### src/rtl/gmdc_pkg.sv
// Shared constants, register indexes and controller/datapath interface types
// for the grid minimum-distance checker. No dependencies.
`timescale 1ns / 1ps
package gmdc_pkg;

   localparam int GRID_DIM_DEF    = 64;
   localparam int WINDOW_HALF_DEF = 5;

   localparam int CSR_IDX_W   = 2;
   localparam int CSR_DATA_W  = 32;
   localparam int GRID_SIZE_W = 7;
   localparam int INV_CELL_W  = 16;
   localparam int MIN_DIST_W  = 32;
   localparam int POS_W       = 16;
   localparam int PROD_W      = 2 * POS_W;
   localparam int CELL_RAW_W  = PROD_W - 24;
   localparam int GCMP_W      = 9;
   localparam int DIST_W      = PROD_W + 1;

   localparam logic [CSR_IDX_W-1:0] CSR_GRID_SIZE = 2'd0;
   localparam logic [CSR_IDX_W-1:0] CSR_INV_CELL  = 2'd1;
   localparam logic [CSR_IDX_W-1:0] CSR_MIN_DIST  = 2'd2;

   localparam logic [GRID_SIZE_W-1:0] GRID_SIZE_RST = 7'd64;
   localparam logic [INV_CELL_W-1:0]  INV_CELL_RST  = 16'd16384;
   localparam logic [MIN_DIST_W-1:0]  MIN_DIST_RST  = 32'd0;

   // cell entry: {valid, x, y}
   localparam int ENTRY_W   = 1 + 2 * POS_W;
   localparam int VALID_BIT = ENTRY_W - 1;

   localparam logic OP_QUERY  = 1'b0;
   localparam logic OP_INSERT = 1'b1;

   typedef struct packed {
      logic clr_wr;
      logic load;
      logic mul;
      logic map_cell;
      logic ins_wr;
      logic scan_step;
   } dp_cmd_type;

   typedef struct packed {
      logic clr_last;
      logic op_insert;
      logic scan_last;
      logic pipe_busy;
   } dp_status_type;

endpackage

### src/rtl/gmdc_ctrl.sv
// Sequencer for clear pass, insert and window scan.
// Depends on gmdc_pkg.
`timescale 1ns / 1ps
module gmdc_ctrl
   import gmdc_pkg::*;
(
   input  logic          clock,
   input  logic          reset,
   input  logic          req_start,
   input  dp_status_type status,
   output dp_cmd_type    cmd,
   output logic          busy,
   output logic          rsp_valid
);

   localparam logic [2:0] ST_CLEAR = 3'd0;
   localparam logic [2:0] ST_IDLE  = 3'd1;
   localparam logic [2:0] ST_MUL   = 3'd2;
   localparam logic [2:0] ST_CELL  = 3'd3;
   localparam logic [2:0] ST_WRITE = 3'd4;
   localparam logic [2:0] ST_SCAN  = 3'd5;
   localparam logic [2:0] ST_DRAIN = 3'd6;
   localparam logic [2:0] ST_DONE  = 3'd7;

   logic [2:0] state_ff;
   logic [2:0] state_in;

   always_comb begin
      state_in = state_ff;
      cmd      = '0;
      case (state_ff)
         ST_CLEAR: begin
            cmd.clr_wr = 1'b1;
            if (status.clr_last) begin
               state_in = ST_IDLE;
            end
         end
         ST_IDLE: begin
            if (req_start) begin
               cmd.load = 1'b1;
               state_in = ST_MUL;
            end
         end
         ST_MUL: begin
            cmd.mul  = 1'b1;
            state_in = ST_CELL;
         end
         ST_CELL: begin
            cmd.map_cell = 1'b1;
            state_in     = status.op_insert ? ST_WRITE : ST_SCAN;
         end
         ST_WRITE: begin
            cmd.ins_wr = 1'b1;
            state_in   = ST_DONE;
         end
         ST_SCAN: begin
            cmd.scan_step = 1'b1;
            if (status.scan_last) begin
               state_in = ST_DRAIN;
            end
         end
         ST_DRAIN: begin
            if (!status.pipe_busy) begin
               state_in = ST_DONE;
            end
         end
         ST_DONE: begin
            state_in = ST_IDLE;
         end
         default: begin
            state_in = ST_IDLE;
         end
      endcase
   end

   always_ff @(posedge clock) begin
      if (reset) begin
         state_ff <= ST_CLEAR;
      end else begin
         state_ff <= state_in;
      end
   end

   assign busy      = (state_ff != ST_IDLE);
   assign rsp_valid = (state_ff == ST_DONE);

endmodule

### config.mk
export PLATFORM = sky130hd
export DESIGN_NAME = gmdc_ctrl
export DESIGN_NICKNAME = d
export VERILOG_FILES = /design/src/rtl/gmdc_pkg.sv /design/src/rtl/gmdc_ctrl.sv
export SDC_FILE = /design/constraint.sdc
export NUM_CORES = 1
export LEC_CHECK = 0
export BUFFER_PORTS_ARGS = -buffer_cell sky130_fd_sc_hd__buf_2
export CAP_MARGIN = 20
export CELL_PAD_IN_SITES_DETAIL_PLACEMENT = 1
export CELL_PAD_IN_SITES_GLOBAL_PLACEMENT = 2
export CORE_AREA = 2 2 39 41
export CTS_CLUSTER_DIAMETER = 40
export DETAILED_ROUTE_END_ITERATION = 10
export DIE_AREA = 0 0 41 43
export PLACE_DENSITY = 0.78
export SYNTH_ARGS = -nofsm -noshare
export SYNTH_HDL_FRONTEND = slang
export SYNTH_SLANG_ARGS = --single-unit
### constraint.sdc
create_clock -name clock -period 2.3 [get_ports clock]
set_input_delay 0.46 -clock clock [delete_from_list [all_inputs] [get_ports clock]]
set_output_delay 0.46 -clock clock [all_outputs]
set_load 0.005 [all_outputs]
==> impl_metrics.py, run 1 <==
metrics = {
    "placed_design": {
        "portBuffers": 14,
        "gp_congestion": 0.610,
        "hpwl_um": 473,
    },
    "final_layout": {
        "largestRegisters": "state_ff x3",
        "drive_gt1_frac": 0.522,
        "area_growth_pct": 31.8,
        "diodes": 0,
        "postLayoutCoreUtil": 0.259,
        "largest_reg_flops": 3,
        "layout.nets": 54,
        "layout_common_cells": "buf_2, nor2_1, clkbuf_4, dfxtp_1",
        "final_common_cell": "buf_2",
        "largest_register": "state_ff",
    },
    "die": {
        "die_w_um": 41,
        "io_pins": 15,
        "die_y_um": 43,
        "num_rows": 14,
        "coreArea_mm2": 0.00138,
        "start_util": 0.196,
        "dieArea_mm2": 0.00176,
    },
    "clocking": {
        "cts_max_level": 1,
        "numClockSinks": 3,
        "clockBufferDepth": 2,
        "cts_setup_buffers": 0,
        "worst_skew_pair.late_latency_ns": 0.24,
        "root_buffer": "clkbuf_4",
        "numCtsBuffers": 3,
        "path_clk_slew_ns": 0.04,
        "post_cts_resize_count": 0,
        "cts_tree": "done",
        "hold_buffers": 0,
    },
    "worst_setup_path": {
        "crit_required_ns": 1.84,
        "r2r_start": "state_ff[2]$_SDFFE_PP0P_",
        "cp_max_fo": 10,
        "crit_path_end_kind": "output pin",
        "crit_path_start_kind": "flop",
        "startpoint": "state_ff[1]$_SDFFE_PP0P_",
        "crit_type": "reg2out",
        "cp_data_arrival_time_ns": 1.29,
    },
    "sta": {
        "drv_slew": 0,
        "min_period_over_period": 0.763,
        "hold_viol_final": 0,
        "fmax_mhz": 570,
        "finClkSkew_ns": 0.00291,
        "rsz0062_at_grt": "no",
        "tightest_slew_ns": 0.462,
        "relSlewSlack": 0.692,
        "hold_ws_ns": 0.421,
        "period_needed_ns": 1.75,
        "final-setup-viol-count": 0,
        "setup_tns_ns": 0,
    },
    "routing": {
        "num_vias": 268,
        "routedWlPerCell_um": 10.5,
        "vias_per_cell": 4.32,
        "drt_pre_antenna_iters": 2,
        "wirelength_um": 652,
        "drc_errors": 0,
        "drtAntennaViolNets": 0,
        "drt_iter0_drc": 1,
    },
    "pwr": {
        "ir_drop_mv": 0.203,
        "powerDensity_mw_per_mm2": 681,
        "p_leak_nw": 0.165,
    },
    "yosys": {
        "yosysWarnings": 0,
        "syn_avg_cell_area_um2": 8.76,
        "seq_area_frac_synth": 0.221,
        "syn_area_um2": 272,
        "synth_nets": 38,
        "synthDistinctLibCells": 22,
        "syn_inst": 31,
        "ys_seq_elements": 3,
    },
    "worst_hold_path": {
        "hp-start": "reset",
        "hold_path.class": "in2reg",
    },
    "global_routing": {
        "grt_overflow": 0,
        "antenna_found_initial": 0,
        "top_usage_layer": "met2",
        "met1_usage": 0.0990,
        "grt_pass1_vias": 260,
        "use_met2": 0.128,
        "grt_start_max_net_pins": 16,
        "met3_usage": 0.0314,
        "grt_pass1_wl_mm": 1.04,
        "grt.total_usage": 0.0962,
    },
    "flow_run": {
        "cap_violations": 0,
    },
    "outcome": {
        "status": "finished clean",
    },
}
-- final timing paths --
kind                              end  slack, ns  depth (start not counted)
max reg2reg  state_ff[1]$_SDFFE_PP0P_       1.18                          3
max                            cmd[0]       0.55                          3
min reg2reg  state_ff[1]$_SDFFE_PP0P_       0.67                          2
min          state_ff[0]$_SDFFE_PP0P_       0.42                          2
-- stage by stage --
step	power, mW	worst slack, ns	instances	area (um2)
floorplan	0.134	1.03	31	272
global placement	0.148	0.811	58	332
detailed placement	0.149	0.809	58	332
CTS	0.251	0.540	62	358
global route	0.265	0.450	62	358
finish	0.244	0.546	62	358
-- layout make-up --
class | count | area, um2
fillers | 175 | 1030
flip-flops and latches | 3 | 60.1
repair buffers | 14 | 70.1
multi-input cells | 25 | 181
well taps | 16 | 20.0
clock buffers | 4 | 26.3
-- cells by family after synthesis --
group,Yosys count,share of synthesized area
flip-flops,3,0.221
XOR/XNOR,1,0.0323
buffers and inverters,3,0.111
AO/OA/AOI/OAI,6,0.221
AND/OR/NAND/NOR,18,0.415
-- per-layer routing --
metal / vias up / wire length (um)
met3: 4 / 68
met2: 16 / 287
met4: 0 / 33
met1: 113 / 263
li1: 135 / -
met5: - / 0
-- where the power goes --
group          switching (mW)  internal (mW)
Combinational          0.0275         0.0421
Sequential             0.0178         0.0591
Clock                  0.0318         0.0653
Total                  0.0771          0.167
-- cell usage after synthesis --
master	n	area share
nor3b_1	2	0.055
o21bai_1	1	0.028
o221ai_2	1	0.055
nand2_1	2	0.028
a21o_1	1	0.028
buf_4	1	0.028
nand2b_2	1	0.032
nand3_2	1	0.037
nor2_1	3	0.041
buf_6	2	0.083
nor3_1	1	0.018
and2_1	1	0.023
dfxtp_1	3	0.22
nand2_2	1	0.023
o21ba_4	1	0.060
nand3b_1	2	0.055
and3_1	1	0.023
a21oi_2	1	0.032
nand2b_1	2	0.046
a21oi_1	1	0.018
xor2_1	1	0.032
and2b_2	1	0.032
-- critical path: stages, from the launching register on --
cell	delay, ns
dfxtp_1	0.49
and2b_2	0.29
and2_1	0.15
buf_2	0.12
Power figures use the tool's default switching activity.
==> run 2: changes to the inputs <==
--- a/config.mk
+++ b/config.mk
@@ -9,11 +9,11 @@
 export CAP_MARGIN = 20
 export CELL_PAD_IN_SITES_DETAIL_PLACEMENT = 1
 export CELL_PAD_IN_SITES_GLOBAL_PLACEMENT = 2
-export CORE_AREA = 2 2 39 41
+export CORE_MARGIN = 2
+export CORE_UTILIZATION = 18
 export CTS_CLUSTER_DIAMETER = 40
 export DETAILED_ROUTE_END_ITERATION = 10
-export DIE_AREA = 0 0 41 43
-export PLACE_DENSITY = 0.78
+export PLACE_DENSITY = 0.73
 export SYNTH_ARGS = -nofsm -noshare
 export SYNTH_HDL_FRONTEND = slang
 export SYNTH_SLANG_ARGS = --single-unit
==> constraint.sdc (replaced) <==
create_clock -name clock -period 1.6 [get_ports clock]
set_input_delay 0.32 -clock clock [delete_from_list [all_inputs] [get_ports clock]]
set_output_delay 0.32 -clock clock [all_outputs]
set_load 0.005 [all_outputs]
==> impl_metrics.py, run 2 (synthesis gave the netlist of run 1 again) <==
metrics = {
    "global_routing": {
        "use_met2": 0.112,
        "grt.total_usage": 0.0881,
        "antenna_found_initial": 0,
        "met1_usage": 0.115,
        "grt_start_max_net_pins": 12,
        "top_usage_layer": "met1",
        "grt_pass1_vias": 266,
        "grt_overflow": 0,
        "met3_usage": 0.0426,
        "grt_pass1_wl_mm": 1.18,
    },
    "sta": {
        "drv_slew": 0,
        "hold_viol_final": 0,
        "period_needed_ns": 1.49,
        "finClkSkew_ns": 0.00128,
        "relSlewSlack": 0.800,
        "setup_tns_ns": 0,
        "rsz0062_at_grt": "no",
        "fmax_mhz": 669,
        "min_period_over_period": 0.934,
        "tightest_slew_ns": 0.300,
        "final-setup-viol-count": 0,
    },
    "worst_setup_path": {
        "slowest_stage": "dfxtp_1",
        "cp_data_arrival_time_ns": 1.17,
        "crit_buf_inv": 1,
        "cp_top_family": "flip-flops",
        "crit_required_ns": 1.28,
        "crit_type": "reg2out",
        "path_cells": "and2b_2, and2_1, buf_2",
        "rrSetupSlack_ns": 0.51,
        "crit_path_start_kind": "flop",
        "cp_slowest_stage_delay_ns": 0.48,
        "crit_path_end_kind": "output pin",
        "cp_max_fo": 11,
    },
    "routing": {
        "num_vias": 269,
        "drt_pre_antenna_iters": 2,
        "drt_iter0_drc": 4,
        "drc_errors": 0,
        "vias_per_cell": 4.20,
        "wirelength_um": 647,
        "routedWlPerCell_um": 10.1,
        "drtAntennaViolNets": 0,
    },
    "pwr": {
        "switchingPower_mw": 0.103,
        "comb_power_share": 0.344,
        "sequentialPowerShare": 0.285,
        "power_frac_clock": 0.371,
        "p_int_mw": 0.245,
        "switching_share": 0.296,
        "ir_drop_mv": 0.253,
        "p_leak_nw": 0.176,
        "powerDensity_mw_per_mm2": 935,
    },
    "die": {
        "die_w_um": 42.8,
        "start_util": 0.187,
        "die_y_um": 42.8,
        "io_pins": 15,
        "dieArea_mm2": 0.00184,
        "num_rows": 14,
        "coreArea_mm2": 0.00145,
    },
    "final_layout": {
        "multi_input_area_um2": 181,
        "drive_gt1_frac": 0.542,
        "layout.nets": 56,
        "register_area_um2": 60.1,
        "final_common_cell": "buf_2",
        "largestRegisters": "state_ff x3",
        "largest_register": "state_ff",
        "layout_common_cells": "buf_2, nor2_1, clkbuf_4, dfxtp_1",
        "fillerInstances": 191,
        "area_growth_pct": 37.3,
        "diodes": 0,
        "largest_reg_flops": 3,
        "postLayoutCoreUtil": 0.256,
    },
    "clocking": {
        "path_clk_slew_ns": 0.04,
        "cts_max_level": 1,
        "cts_tree": "done",
        "post_cts_resize_count": 0,
        "numCtsBuffers": 3,
        "cts_setup_buffers": 0,
        "clockBufferDepth": 2,
        "hold_buffers": 0,
        "numClockSinks": 3,
        "worst_skew_pair.late_latency_ns": 0.23,
        "root_buffer": "clkbuf_4",
    },
    "flow_run": {
        "cap_violations": 0,
    },
    "placed_design": {
        "gp_congestion": 0.717,
        "portBuffers": 14,
        "hpwl_um": 483,
    },
    "outcome": {
        "status": "finished clean",
    },
    "worst_hold_path": {
        "hold_path.class": "in2reg",
    },
}
-- run 2: cell types whose count changed in the layout (fill, tap and decap cells not counted), sizes merged --
cell and delta:
buf +2
-- run 2: metal layers --
metal	vias to the layer above	wire (um)
met2	16	278
met3	0	68
met5	-	0
met1	114	299
li1	139	-
met4	0	0
-- run 2: worst register-to-register path, cell delays in order, from the launching register on --
cell and delay (ns):
dfxtp_1 0.34, buf_4 0.19, o21ba_4 0.22, o221ai_2 0.16, a21oi_2 0.07
-- run 2: stage by stage --
stage	instance area, um2	setup WS, ns	total power, mW	hold WS [ns]	cells
after floorplan	272	0.466	0.193	0.382	31
after global placement	347	0.360	0.222	0.522	60
after detailed placement	347	0.333	0.222	0.527	60
after CTS	373	0.0778	0.359	0.284	64
after global routing	373	0.0103	0.388	0.290	64
final	373	0.105	0.349	0.291	64
-- run 2: layout make-up --
| type | count | share of cell area |
|---|---|---|
| well taps | 16 | 0.0537 |
| repair buffers | 16 | 0.228 |
| multi-input cells | 25 | 0.487 |
| flip-flops and latches | 3 | 0.161 |
| clock buffers | 4 | 0.0705 |
-- run 2: path summary, 6_finish.rpt --
path,startpoint,end,depth (start not counted)
hold reg to reg,state_ff[1]$_SDFFE_PP0P_,state_ff[1]$_SDFFE_PP0P_,3
setup reg to reg,state_ff[2]$_SDFFE_PP0P_,state_ff[0]$_SDFFE_PP0P_,4
setup / recovery,state_ff[0]$_SDFFE_PP0P_,cmd[0],3
hold / removal,reset,state_ff[0]$_SDFFE_PP0P_,2
-- run 2: power by group through the flow --
| stage | Combinational, mW | Sequential, mW | Clock, mW |
|---|---|---|---|
| after floorplan | 0.101 | 0.0912 | 0 |
| after CTS | 0.123 | 0.100 | 0.136 |
| final | 0.120 | 0.0994 | 0.129 |
| after global placement | 0.121 | 0.101 | 0 |
| after detailed placement | 0.121 | 0.101 | 0 |
| after global routing | 0.134 | 0.102 | 0.152 |
==> run 3: changes to the inputs <==
--- a/config.mk
+++ b/config.mk
@@ -10,10 +10,12 @@
 export CELL_PAD_IN_SITES_DETAIL_PLACEMENT = 1
 export CELL_PAD_IN_SITES_GLOBAL_PLACEMENT = 2
 export CORE_MARGIN = 2
-export CORE_UTILIZATION = 18
+export CORE_UTILIZATION = 20
+export CTS_BUF_LIST = sky130_fd_sc_hd__clkbuf_4
 export CTS_CLUSTER_DIAMETER = 40
 export DETAILED_ROUTE_END_ITERATION = 10
-export PLACE_DENSITY = 0.73
+export MAX_ROUTING_LAYER = met4
+export PLACE_DENSITY = 0.79
 export SYNTH_ARGS = -nofsm -noshare
 export SYNTH_HDL_FRONTEND = slang
 export SYNTH_SLANG_ARGS = --single-unit
==> impl_metrics.py, run 3 (synthesis gave the netlist of run 1 again) <==
metrics = {
    "outcome": {
        "status": "finished clean",
    },
    "placed_design": {
        "portBuffers": 14,
        "place_area_um2": 338,
        "hpwl_um": 437,
        "gp_congestion": 0.591,
        "place_ws_ns": 0.269,
    },
    "pwr": {
        "p_int_mw": 0.262,
        "sequentialPowerShare": 0.282,
        "comb_power_share": 0.304,
        "p_leak_nw": 0.175,
        "switchingPower_mw": 0.109,
        "powerDensity_mw_per_mm2": 1000,
        "power_frac_clock": 0.414,
        "total_power_mw": 0.371,
        "switching_share": 0.293,
        "ir_drop_mv": 0.202,
    },
    "clocking": {
        "cts_tree": "done",
        "path_clk_slew_ns": 0.04,
        "cts_setup_buffers": 0,
        "worst_skew_pair.late_latency_ns": 0.24,
        "numClockSinks": 3,
        "cts_max_level": 1,
        "root_buffer": "clkbuf_4",
        "post_cts_resize_count": 0,
        "numCtsBuffers": 3,
        "clockBufferDepth": 2,
        "hold_buffers": 0,
    },
    "final_layout": {
        "area_growth_pct": 36.4,
        "layout_common_cells": "buf_2, clkbuf_4, nor2_1",
        "final_common_cell": "buf_2",
        "drive_gt1_frac": 0.596,
        "fillerInstances": 166,
        "largest_register": "state_ff",
        "diodes": 0,
        "largest_reg_flops": 3,
        "largestRegisters": "state_ff x3",
        "layout.nets": 55,
        "fin_area_um2": 370,
    },
    "routing": {
        "num_vias": 259,
        "drt_iter0_drc": 0,
        "drtAntennaViolNets": 0,
        "drc_errors": 0,
        "vias_per_cell": 4.18,
        "drt_pre_antenna_iters": 1,
        "wirelength_um": 586,
        "routedWlPerCell_um": 9.45,
    },
    "global_routing": {
        "grt_pass1_vias": 223,
        "grt_pass1_wl_um": 917,
        "grt_start_max_net_pins": 16,
        "grt_overflow": 0,
        "grt.total_usage": 0.0922,
        "antenna_found_initial": 0,
    },
    "sta": {
        "hold_viol_final": 0,
        "relSlewSlack": 0.838,
        "period_needed_ns": 1.47,
        "drv_slew": 0,
        "finClkSkew_ns": 0.00296,
        "min_period_over_period": 0.917,
        "final-setup-viol-count": 0,
        "fmax_mhz": 682,
        "layout_setup_ws_ns": 0.133,
        "hold_ws_ns": 0.266,
        "tightest_slew_ns": 0.243,
        "setup_tns_ns": 0,
        "rsz0062_at_grt": "no",
    },
    "die": {
        "io_pins": 15,
        "num_rows": 13,
        "coreArea_mm2": 0.00128,
        "start_util": 0.211,
        "die_w_um": 40.8,
        "dieArea_mm2": 0.00167,
        "die_y_um": 40.8,
    },
    "worst_setup_path": {
        "crit_path_start_kind": "flop",
        "cp_max_fo": 15,
        "crit_path_end_kind": "output pin",
        "crit_required_ns": 1.28,
        "rrSetupSlack_ns": 0.65,
        "crit_type": "reg2out",
        "cp_data_arrival_time_ns": 1.15,
    },
    "flow_run": {
        "cap_violations": 0,
    },
    "worst_hold_path": {
        "hold_path.class": "in2reg",
    },
}
[run 3: cell types whose count changed in the layout (fill, tap and decap cells not counted)]
cell	delta
dfxtp_1	-2
dfxtp_2	+2
buf_4	-1
clkbuf_4	+1
clkbuf_1	-1
[run 3: worst paths after layout]
path | start | end | cells after the start
hold reg to reg | state_ff[2]$_SDFFE_PP0P_ | state_ff[1]$_SDFFE_PP0P_ | 2
hold / removal | reset | state_ff[0]$_SDFFE_PP0P_ | 2
setup / recovery | state_ff[2]$_SDFFE_PP0P_ | cmd[4] | 3
setup reg to reg | state_ff[2]$_SDFFE_PP0P_ | state_ff[0]$_SDFFE_PP0P_ | 3
[run 3: layout make-up]
type / instances / area [um2] / share of cell area
tap: 15 / 18.8 / 0.0507
clock buffer: 4 / 30.0 / 0.0811
timing repair buffer: 15 / 77.6 / 0.209
sequential: 3 / 62.6 / 0.169
multi-input combinational: 25 / 181 / 0.490
[run 3: layer usage]
layer	part of all wire	wire [um]	global-route usage
met4	0.024	14	0.0750
met1	0.42	245	0.104
met5	0	0	-
met3	0.075	44	0.0326
met2	0.48	280	0.129
[run 3: power by group through the flow]
stage / clock (mW) / sequential, mW / combinational, mW
detailed placement: 0 / 0.104 / 0.114
global route: 0.170 / 0.107 / 0.127
global placement: 0 / 0.104 / 0.114
floorplan: 0 / 0.0912 / 0.101
CTS: 0.159 / 0.103 / 0.115
finish: 0.153 / 0.104 / 0.113
[run 3: per-stage QoR]
| stage | std cells | utilization |
|---|---|---|
| final | 62 | 0.288 |
| after detailed placement | 58 | 0.263 |
| after floorplan | 31 | - |
| after global routing | 62 | 0.288 |
| after CTS | 62 | 0.286 |
| after global placement | 58 | 0.263 |
[run 3: critical path, stage by stage (launching register included)]
cell and delay (ns):
dfxtp_2 0.38, nand2b_1 0.20, nor3b_1 0.19, buf_2 0.14
